[config.mk]
export PLATFORM = sky130hd
export DESIGN_NAME = network_settings_frame_responder_flat
export DESIGN_NICKNAME = d
export VERILOG_FILES = /design/src/sv/nsfr_pkg.sv /design/src/sv/nsfr_if.sv /design/src/sv/network_settings_frame_responder.sv /design/src/flat_wrapper.sv
export SDC_FILE = /design/constraint.sdc
export NUM_CORES = 1
export LEC_CHECK = 0
export BUFFER_PORTS_ARGS = -buffer_cell sky130_fd_sc_hd__buf_2
export CORE_UTILIZATION = 28
export CTS_CLUSTER_DIAMETER = 200
export DETAILED_ROUTE_END_ITERATION = 16
export GPL_ROUTABILITY_DRIVEN = 0
export GPL_TIMING_DRIVEN = 1
export PLACE_DENSITY = 0.52
export RECOVER_POWER = 50
export SLEW_MARGIN = 20
export SYNTH_ARGS = -nofsm -noshare
export SYNTH_HDL_FRONTEND = slang
export SYNTH_SLANG_ARGS = --single-unit
export TNS_END_PERCENT = 1
[constraint.sdc]
create_clock -name clk -period 4.4 [get_ports clk]
set_input_delay 0.44 -clock clk [delete_from_list [all_inputs] [get_ports clk]]
set_output_delay 0.44 -clock clk [all_outputs]
set_load 0.01 [all_outputs]
[src/sv/nsfr_pkg.sv]
`default_nettype none
// ----------------------------------------------------------------------------
// nsfr_pkg: shared types and constants of the network settings responder
// frame markers, command codes, frame geometry and the reply sequencer states
// ----------------------------------------------------------------------------
package nsfr_pkg;

  localparam logic [7:0] START_MARK = 8'h53;
  localparam logic [7:0] END_MARK   = 8'h45;
  localparam logic [7:0] CMD_SET    = 8'h10;
  localparam logic [7:0] CMD_GET    = 8'h20;
  localparam logic [7:0] ACK_SET    = 8'h11;
  localparam logic [7:0] ACK_GET    = 8'h21;

  localparam int unsigned FRAME_LEN  = 18;
  localparam int unsigned STORE_LEN  = 14;
  localparam int unsigned POS_W      = 5;
  localparam int unsigned ADDR_W     = 4;

  localparam logic [POS_W-1:0] POS_START = 5'd0;
  localparam logic [POS_W-1:0] POS_CMD   = 5'd1;
  localparam logic [POS_W-1:0] POS_DATA0 = 5'd2;
  localparam logic [POS_W-1:0] POS_DATAN = 5'd15;
  localparam logic [POS_W-1:0] POS_SUM   = 5'd16;
  localparam logic [POS_W-1:0] POS_END   = 5'd17;
  localparam logic [POS_W-1:0] POS_OVER  = 5'd18;

  typedef enum logic [1:0] {
    ST_IDLE,
    ST_FETCH,
    ST_SEND
  } nsfr_state_t;

endpackage : nsfr_pkg
`default_nettype wire

[src/sv/nsfr_if.sv]
`default_nettype none
// ----------------------------------------------------------------------------
// nsfr_if: request channels of the network settings responder
// receive byte channel and reply byte channel, valid/ready handshake
// ----------------------------------------------------------------------------
interface nsfr_in_if;
  logic       valid;
  logic       ready;
  logic [7:0] rx_byte;
  logic       end_of_frame;

  modport source (output valid, output rx_byte, output end_of_frame, input ready);
  modport sink   (input valid, input rx_byte, input end_of_frame, output ready);
endinterface : nsfr_in_if

interface nsfr_out_if;
  logic       valid;
  logic       ready;
  logic [7:0] tx_byte;
  logic       last_byte;

  modport source (output valid, output tx_byte, output last_byte, input ready);
  modport sink   (input valid, input tx_byte, input last_byte, output ready);
endinterface : nsfr_out_if
`default_nettype wire

[src/sv/network_settings_frame_responder.sv]
`default_nettype none
// ----------------------------------------------------------------------------
// network_settings_frame_responder: settings frame parser and reply generator
// Receive bytes arrive on in_ch, one request per byte, end_of_frame on the
// last one. A good 18-byte SET frame updates the stored settings and a good
// SET or GET frame is answered with an 18-byte reply on out_ch, last_byte set
// on the end marker. Bad frames are dropped without a reply.
// Receive bytes are taken only while no reply is being built.
// A reply is built by a fetch/send sequencer over two 14-byte memories
// (received payload and stored settings, registered read): each reply byte
// takes a fetch step, then a send step that loads it into the output
// register. in_ch is held off for the whole reply; the first reply byte
// goes out through the fetch step, the send step and the output register.
// A stall on out_ch holds the output register and the sequencer waits in its
// send step. Reset clears the frame parser, the sequencer and the valid bits
// of the settings memory, so the stored settings read as zero until the first
// good SET frame; no clearing sweep is needed.
// ----------------------------------------------------------------------------
module network_settings_frame_responder (
  input  wire           clk,
  input  wire           rst_n,
  nsfr_in_if.sink       in_ch,
  nsfr_out_if.source    out_ch
);

  localparam int unsigned PW = nsfr_pkg::POS_W;
  localparam int unsigned AW = nsfr_pkg::ADDR_W;

  // receive parser
  logic [PW-1:0] pos_r, pos_nxt;
  logic [7:0]    rx_sum_r, rx_sum_nxt;
  logic          bad_r, bad_nxt;
  logic          get_r, get_nxt;
  logic          in_acc;
  logic          frame_ok;

  // reply sequencer
  nsfr_pkg::nsfr_state_t st_r, st_nxt;
  logic [PW-1:0] tx_idx_r, tx_idx_nxt;
  logic [7:0]    tx_sum_r, tx_sum_nxt;
  logic          reply_get_r, reply_get_nxt;
  logic          rd_en;
  logic          out_load;
  logic          idx_data;
  logic [AW-1:0] tx_addr;
  logic [7:0]    tx_byte_c;

  // memories
  logic [7:0]    pay_mem [nsfr_pkg::STORE_LEN];
  logic [7:0]    set_mem [nsfr_pkg::STORE_LEN];
  logic [nsfr_pkg::STORE_LEN-1:0] set_vld_r;
  logic [7:0]    pay_rd_r;
  logic [7:0]    set_rd_r;
  logic          set_vld_rd_r;
  logic          pay_we;
  logic [AW-1:0] pay_addr;
  logic          set_we;

  // output register
  logic          out_vld_r, out_vld_nxt;
  logic [7:0]    out_byte_r;
  logic          out_last_r;

  assign in_ch.ready = (st_r == nsfr_pkg::ST_IDLE);
  assign in_acc      = in_ch.valid && in_ch.ready;

  // ---------------- receive path ----------------
  always_comb begin
    bad_nxt    = bad_r;
    get_nxt    = get_r;
    rx_sum_nxt = rx_sum_r;
    pos_nxt    = pos_r;
    pay_we     = 1'b0;
    pay_addr   = AW'(pos_r - nsfr_pkg::POS_DATA0);
    case (pos_r) inside
      nsfr_pkg::POS_START: begin
        if (in_ch.rx_byte != nsfr_pkg::START_MARK) bad_nxt = 1'b1;
      end
      nsfr_pkg::POS_CMD: begin
        if (in_ch.rx_byte == nsfr_pkg::CMD_GET) begin
          get_nxt = 1'b1;
        end else if (in_ch.rx_byte != nsfr_pkg::CMD_SET) begin
          bad_nxt = 1'b1;
        end
      end
      [nsfr_pkg::POS_DATA0:nsfr_pkg::POS_DATAN]: begin
        pay_we = in_acc;
      end
      nsfr_pkg::POS_SUM: begin
        if (in_ch.rx_byte != rx_sum_r) bad_nxt = 1'b1;
      end
      nsfr_pkg::POS_END: begin
        if (in_ch.rx_byte != nsfr_pkg::END_MARK) bad_nxt = 1'b1;
      end
      default: begin
        bad_nxt = 1'b1;
      end
    endcase
    if (pos_r <= nsfr_pkg::POS_DATAN) rx_sum_nxt = rx_sum_r + in_ch.rx_byte;
    if (pos_r < nsfr_pkg::POS_OVER) pos_nxt = pos_r + 5'd1;
  end

  assign frame_ok = (pos_r == nsfr_pkg::POS_END) && !bad_nxt;

  always_ff @(posedge clk) begin
    if (!rst_n) begin
      pos_r    <= '0;
      rx_sum_r <= '0;
      bad_r    <= 1'b0;
      get_r    <= 1'b0;
    end else if (in_acc) begin
      if (in_ch.end_of_frame) begin
        // every closing byte starts a fresh frame
        pos_r    <= '0;
        rx_sum_r <= '0;
        bad_r    <= 1'b0;
        get_r    <= 1'b0;
      end else begin
        pos_r    <= pos_nxt;
        rx_sum_r <= rx_sum_nxt;
        bad_r    <= bad_nxt;
        get_r    <= get_nxt;
      end
    end
  end

  // ---------------- reply sequencer ----------------
  assign idx_data = (tx_idx_r >= nsfr_pkg::POS_DATA0) && (tx_idx_r <= nsfr_pkg::POS_DATAN);
  assign tx_addr  = AW'(tx_idx_r - nsfr_pkg::POS_DATA0);
  assign out_load = (st_r == nsfr_pkg::ST_SEND) && (!out_vld_r || out_ch.ready);

  always_comb begin
    st_nxt = st_r;
    case (st_r)
      nsfr_pkg::ST_IDLE: begin
        if (in_acc && in_ch.end_of_frame && frame_ok) st_nxt = nsfr_pkg::ST_FETCH;
      end
      nsfr_pkg::ST_FETCH: begin
        st_nxt = nsfr_pkg::ST_SEND;
      end
      nsfr_pkg::ST_SEND: begin
        if (out_load) begin
          st_nxt = (tx_idx_r == nsfr_pkg::POS_END) ? nsfr_pkg::ST_IDLE : nsfr_pkg::ST_FETCH;
        end
      end
      default: begin
        st_nxt = nsfr_pkg::ST_IDLE;
      end
    endcase
  end

  always_comb begin
    rd_en         = 1'b0;
    set_we        = 1'b0;
    tx_idx_nxt    = tx_idx_r;
    tx_sum_nxt    = tx_sum_r;
    reply_get_nxt = reply_get_r;
    tx_byte_c     = nsfr_pkg::END_MARK;
    case (tx_idx_r) inside
      nsfr_pkg::POS_START: tx_byte_c = nsfr_pkg::START_MARK;
      nsfr_pkg::POS_CMD:   tx_byte_c = reply_get_r ? nsfr_pkg::ACK_GET : nsfr_pkg::ACK_SET;
      [nsfr_pkg::POS_DATA0:nsfr_pkg::POS_DATAN]: begin
        // unwritten settings entries read as zero
        tx_byte_c = reply_get_r ? (set_vld_rd_r ? set_rd_r : 8'h00) : pay_rd_r;
      end
      nsfr_pkg::POS_SUM:   tx_byte_c = tx_sum_r;
      default:             tx_byte_c = nsfr_pkg::END_MARK;
    endcase
    case (st_r)
      nsfr_pkg::ST_IDLE: begin
        if (in_acc && in_ch.end_of_frame && frame_ok) begin
          tx_idx_nxt    = '0;
          tx_sum_nxt    = '0;
          reply_get_nxt = get_nxt;
        end
      end
      nsfr_pkg::ST_FETCH: begin
        rd_en = idx_data;
      end
      nsfr_pkg::ST_SEND: begin
        if (out_load) begin
          tx_idx_nxt = tx_idx_r + 5'd1;
          tx_sum_nxt = tx_sum_r + tx_byte_c;
          set_we     = idx_data && !reply_get_r;
        end
      end
      default: begin
        rd_en = 1'b0;
      end
    endcase
  end

  always_ff @(posedge clk) begin
    if (!rst_n) begin
      st_r        <= nsfr_pkg::ST_IDLE;
      tx_idx_r    <= '0;
      tx_sum_r    <= '0;
      reply_get_r <= 1'b0;
    end else begin
      st_r        <= st_nxt;
      tx_idx_r    <= tx_idx_nxt;
      tx_sum_r    <= tx_sum_nxt;
      reply_get_r <= reply_get_nxt;
    end
  end

  // ---------------- memories ----------------
  always_ff @(posedge clk) begin
    if (pay_we) pay_mem[pay_addr] <= in_ch.rx_byte;
    if (rd_en) pay_rd_r <= pay_mem[tx_addr];
  end

  // settings take the payload byte as it goes out on a set reply
  always_ff @(posedge clk) begin
    if (set_we) set_mem[tx_addr] <= pay_rd_r;
    if (rd_en) set_rd_r <= set_mem[tx_addr];
  end

  always_ff @(posedge clk) begin
    if (!rst_n) begin
      set_vld_r    <= '0;
      set_vld_rd_r <= 1'b0;
    end else begin
      if (set_we) set_vld_r[tx_addr] <= 1'b1;
      if (rd_en) set_vld_rd_r <= set_vld_r[tx_addr];
    end
  end

  // ---------------- output register ----------------
  always_comb begin
    out_vld_nxt = out_vld_r;
    if (out_load) begin
      out_vld_nxt = 1'b1;
    end else if (out_ch.ready) begin
      out_vld_nxt = 1'b0;
    end
  end

  always_ff @(posedge clk) begin
    if (!rst_n) begin
      out_vld_r <= 1'b0;
    end else begin
      out_vld_r <= out_vld_nxt;
    end
  end

  always_ff @(posedge clk) begin
    if (out_load) begin
      out_byte_r <= tx_byte_c;
      out_last_r <= (tx_idx_r == nsfr_pkg::POS_END);
    end
  end

  assign out_ch.valid     = out_vld_r;
  assign out_ch.tx_byte   = out_byte_r;
  assign out_ch.last_byte = out_last_r;

  // ---------------- assertions ----------------
  a_pos_range: assert property (@(posedge clk) disable iff (!rst_n)
    pos_r <= nsfr_pkg::POS_OVER)
    else $error("frame position beyond limit");

  a_no_rx_in_reply: assert property (@(posedge clk) disable iff (!rst_n)
    (st_r != nsfr_pkg::ST_IDLE) |-> !in_acc)
    else $error("receive request taken during reply");

  a_last_ends_reply: assert property (@(posedge clk) disable iff (!rst_n)
    (out_load && tx_idx_r == nsfr_pkg::POS_END) |=>
      (out_vld_r && out_last_r && st_r == nsfr_pkg::ST_IDLE))
    else $error("end marker did not close the reply");

  a_set_only_on_set: assert property (@(posedge clk) disable iff (!rst_n)
    set_we |-> (!reply_get_r && st_r == nsfr_pkg::ST_SEND))
    else $error("settings written outside a set reply");

endmodule : network_settings_frame_responder
`default_nettype wire

[src/flat_wrapper.sv]
// flat-port wrapper written by rule: the top's interface ports become plain ports
module network_settings_frame_responder_flat 
  (clk, rst_n, in_ch_valid, in_ch_rx_byte, in_ch_end_of_frame, in_ch_ready, out_ch_valid, out_ch_tx_byte, out_ch_last_byte, out_ch_ready);
  nsfr_in_if in_ch_i ();
  nsfr_out_if out_ch_i ();
  input  wire clk;
  input  wire rst_n;
  input wire logic [$bits(in_ch_i.valid)-1:0] in_ch_valid;
  input wire logic [$bits(in_ch_i.rx_byte)-1:0] in_ch_rx_byte;
  input wire logic [$bits(in_ch_i.end_of_frame)-1:0] in_ch_end_of_frame;
  output wire logic [$bits(in_ch_i.ready)-1:0] in_ch_ready;
  output wire logic [$bits(out_ch_i.valid)-1:0] out_ch_valid;
  output wire logic [$bits(out_ch_i.tx_byte)-1:0] out_ch_tx_byte;
  output wire logic [$bits(out_ch_i.last_byte)-1:0] out_ch_last_byte;
  input wire logic [$bits(out_ch_i.ready)-1:0] out_ch_ready;
  assign in_ch_i.valid = in_ch_valid;
  assign in_ch_i.rx_byte = in_ch_rx_byte;
  assign in_ch_i.end_of_frame = in_ch_end_of_frame;
  assign in_ch_ready = in_ch_i.ready;
  assign out_ch_valid = out_ch_i.valid;
  assign out_ch_tx_byte = out_ch_i.tx_byte;
  assign out_ch_last_byte = out_ch_i.last_byte;
  assign out_ch_i.ready = out_ch_ready;
  network_settings_frame_responder u_core (.clk(clk), .rst_n(rst_n), .in_ch(in_ch_i), .out_ch(out_ch_i));
endmodule
==> metrics.cfg <==
[status]
status=finished, final reports clean

[setup_path]
critPathKind=reg2reg
worst_endpoint_required_time_ns=4.83
critPathArrivalTime_ns=3.97
r2r_cells=15
start_kind=flip-flop
setup.worst_path.end_class=flip-flop
cp_max_fo=16

[final_layout]
antenna_cells=0
final.fill_count=4255
drive_gt1_frac=0.1990
most-common-layout-cells=249 x edfxtp_1, 67 x mux4_2, 54 x nor2_1
count_of_nets_after_finishing=860
area_delta_synth_final_pct=15.54
layout_commonest_cell=edfxtp_1

[power]
internal_power_mw=4.741
totalPowerFinal_mw=5.886
power.clock.fraction=0.469
cell_area_power_density_nw_per_um2=405.8
peakVddDrop_mv=0.2981
power_leakage_nw=4.532
power.switching_fraction=0.1946
p_sw_mw=1.145
pwr-share-seq=0.513
combinationalPowerShare=0.017

[sta]
hold_viol=0
layout_min_cycle_time_ns=3.542
hold_worst_slack_ns=0.2031
maxSlewViolCount=0
maximum_operating_frequency_mhz=282.3
period_share=0.8051
final.setup_skew_ns=0.01340
grt_setup_unrepaired=false
setup_slack_ns=0.8576
tightestPinTransition_ns=1.313
setup-violations-final=0
setup-tns-final_ns=0
slew-limit-headroom=0.1246

[worst_hold_path]
hold_path.class=in2reg
depth_of_the_worst_hold_timing_path=3

[routing]
avgRoutedWirePerCell_um=19.03
drc_errors=0
detail_route.wirelength_mm=27.23
final_antenna_net_count=0
drt_iter0_drc=341
vias=6737
drt-vias-per-instance=4.708
detailedRoute.firstPassIterationCount=5

[synth]
synth-main-ff-cell=edfxtp_1
register_area_share_after_synthesis=0.6707
synth_top_area_share=0.5957
synth.top_cells.by_area=edfxtp_1 60%, mux4_2 12%, dfxtp_1 7.5%
synth.lib_cells_used.distinct=66
syn_area_um2=12550
ys_ff_latch=296
syn_area_per_cell_um2=16.39
synthesis.yosys.warnings=0
synth_enable_flop_cells=249
synth_async_sr_flop_share=0
mappedNetlistNets=811
synth_largest_area_cell=edfxtp_1
post_synth_inst_count=766

[placed_design]
buffer_ports.inserted=23
dpl.hpwl_mm=17.57
post-place-ws_ns=0.8911

[global_route]
antenna_violations_before_repair=0
first_global_vias=6889
grt-ovfl-total=0
met3_use_gr=0.02211
grt_first_pass_wirelength_mm=42.44
grt_most_used_layer=met2
globalRouteTotalUtil=0.1227
grt_use_met2=0.1993
maximum_number_of_pins_on_one_net_before_global_route_repair=38
global_route.usage.met1=0.1720

[cts]
cts.clk_slew.worst_paths_ns=0.06
cts_tree=done
numClockSinks=296
cts_buffers=30
post-cts-setup-buffer-count=0
number_of_gates_resized_after_cts=0
cts.hold.buffers_added=0
htreeDepth=1
clock_path_buffers=3
clock_insertion_delay_worst_skew_ns=0.56
root_buf_cell=clkbuf_16

[floorplan]
floorplan.io_pins=24
die_area_um2=45680
core_um2=44220
initial_core_util=0.2838
die_x_um=213.7
die_height_um=213.7
fp-row-count=77

[job]
max_cap_viol_count=0

-- path summary, 6_finish.rpt --
kind / from / end / slack [ns]
setup / recovery: u_core.tx_idx_r[1]$_SDFFE_PN0P_ / u_core.tx_sum_r[6]$_SDFFE_PN0P_ / 0.86
hold / removal: out_ch_ready / u_core.out_ch.valid$_SDFFE_PN0P_ / 0.20
setup reg to reg: u_core.tx_idx_r[1]$_SDFFE_PN0P_ / u_core.tx_sum_r[6]$_SDFFE_PN0P_ / 0.86
hold reg to reg: u_core.set_vld_r[8]$_SDFFE_PN0P_ / u_core.set_vld_r[8]$_SDFFE_PN0P_ / 0.47
-- logic make-up (layout without fill, tap and decap cells) --
group           after synthesis  count (layout)  synth area share
compound gates              100             100           0.05702
xor+xnor                     13              13          0.009071
fa+ha+maj                    32              32           0.03309
buf+inv                      54             127           0.01844
flops                       296             296            0.6707
mux                          87              87            0.1379
simple gates                184             184           0.07386
-- per-stage QoR --
stage / cells / area (um2) / utilization
finish: 1431 / 14500 / 0.3280
global route: 1431 / 14500 / 0.3280
CTS: 1431 / 14580 / 0.3297
detailed placement: 1375 / 13500 / 0.3052
global placement: 1375 / 13500 / 0.3052
floorplan: 766 / 12550 / -
-- area by class of cell --
| cell class | instances | area (um2) | area share |
|---|---|---|---|
| clock inverters | 22 | 292.8 | 0.02019 |
| flip-flops and latches | 296 | 8422 | 0.5807 |
| well taps | 592 | 740.7 | 0.05107 |
| inverters | 18 | 67.56 | 0.004659 |
| multi-input cells | 416 | 3920 | 0.2703 |
| repair buffers | 53 | 272.8 | 0.01881 |
| clock buffers | 34 | 787.0 | 0.05427 |
-- power groups by stage --
stage | clock network (mW) | registers [mW] | logic, mW
detailed placement | 0 | 3.08 | 0.105
CTS | 2.83 | 3.02 | 0.106
finish | 2.76 | 3.02 | 0.101
global placement | 0 | 3.08 | 0.103
floorplan | 0 | 3.08 | 0.0584
global route | 2.94 | 3.02 | 0.113
-- synth_stat cells (16+ instances only) --
library cell / n
ha_1: 30
dfxtp_1: 47
nand2_1: 35
edfxtp_1: 249
mux2_2: 17
o21a_1: 16
nor3_1: 22
clkbuf_1: 18
nand3_1: 18
nor2_1: 56
mux4_2: 67
inv_1: 17
a21oi_1: 23
-- routing by layer --
metal	routed length, um	part of all wire
met1	12780	0.47
met3	1087	0.040
met5	0	0
met2	12890	0.47
met4	469	0.017
-- critical path: stages (launching register included) --
cell	delay, ns
dfxtp_1	0.39
buf_4	0.31
ha_1	0.18
nor2b_1	0.16
o32a_1	0.39
nor3_1	0.10
o21bai_1	0.20
ha_1	0.21
inv_1	0.06
fa_1	0.40
nor2b_1	0.15
o21a_1	0.14
o21a_1	0.17
nand3_1	0.09
o311a_1	0.13
o41ai_1	0.33
-- state kept, by name (all words and copies together) (netlist names) --
register	cells
u_core.reply_get_r	1
u_core.set_mem	112
u_core.bad_r	1
u_core.st_r	2
u_core.set_rd_r	8
u_core.pay_rd_r	8
u_core.set_vld_r	14
u_core.rx_sum_r	8
u_core.pay_mem	112
u_core.out_ch.tx_byte	8
u_core.tx_sum_r	8
u_core.pos_r	5
u_core.set_vld_rd_r	1
u_core.out_ch.last_byte	1
u_core.tx_idx_r	5
u_core.out_ch.valid	1
u_core.get_r	1
Note: power is estimated with default switching activity, not from simulation.
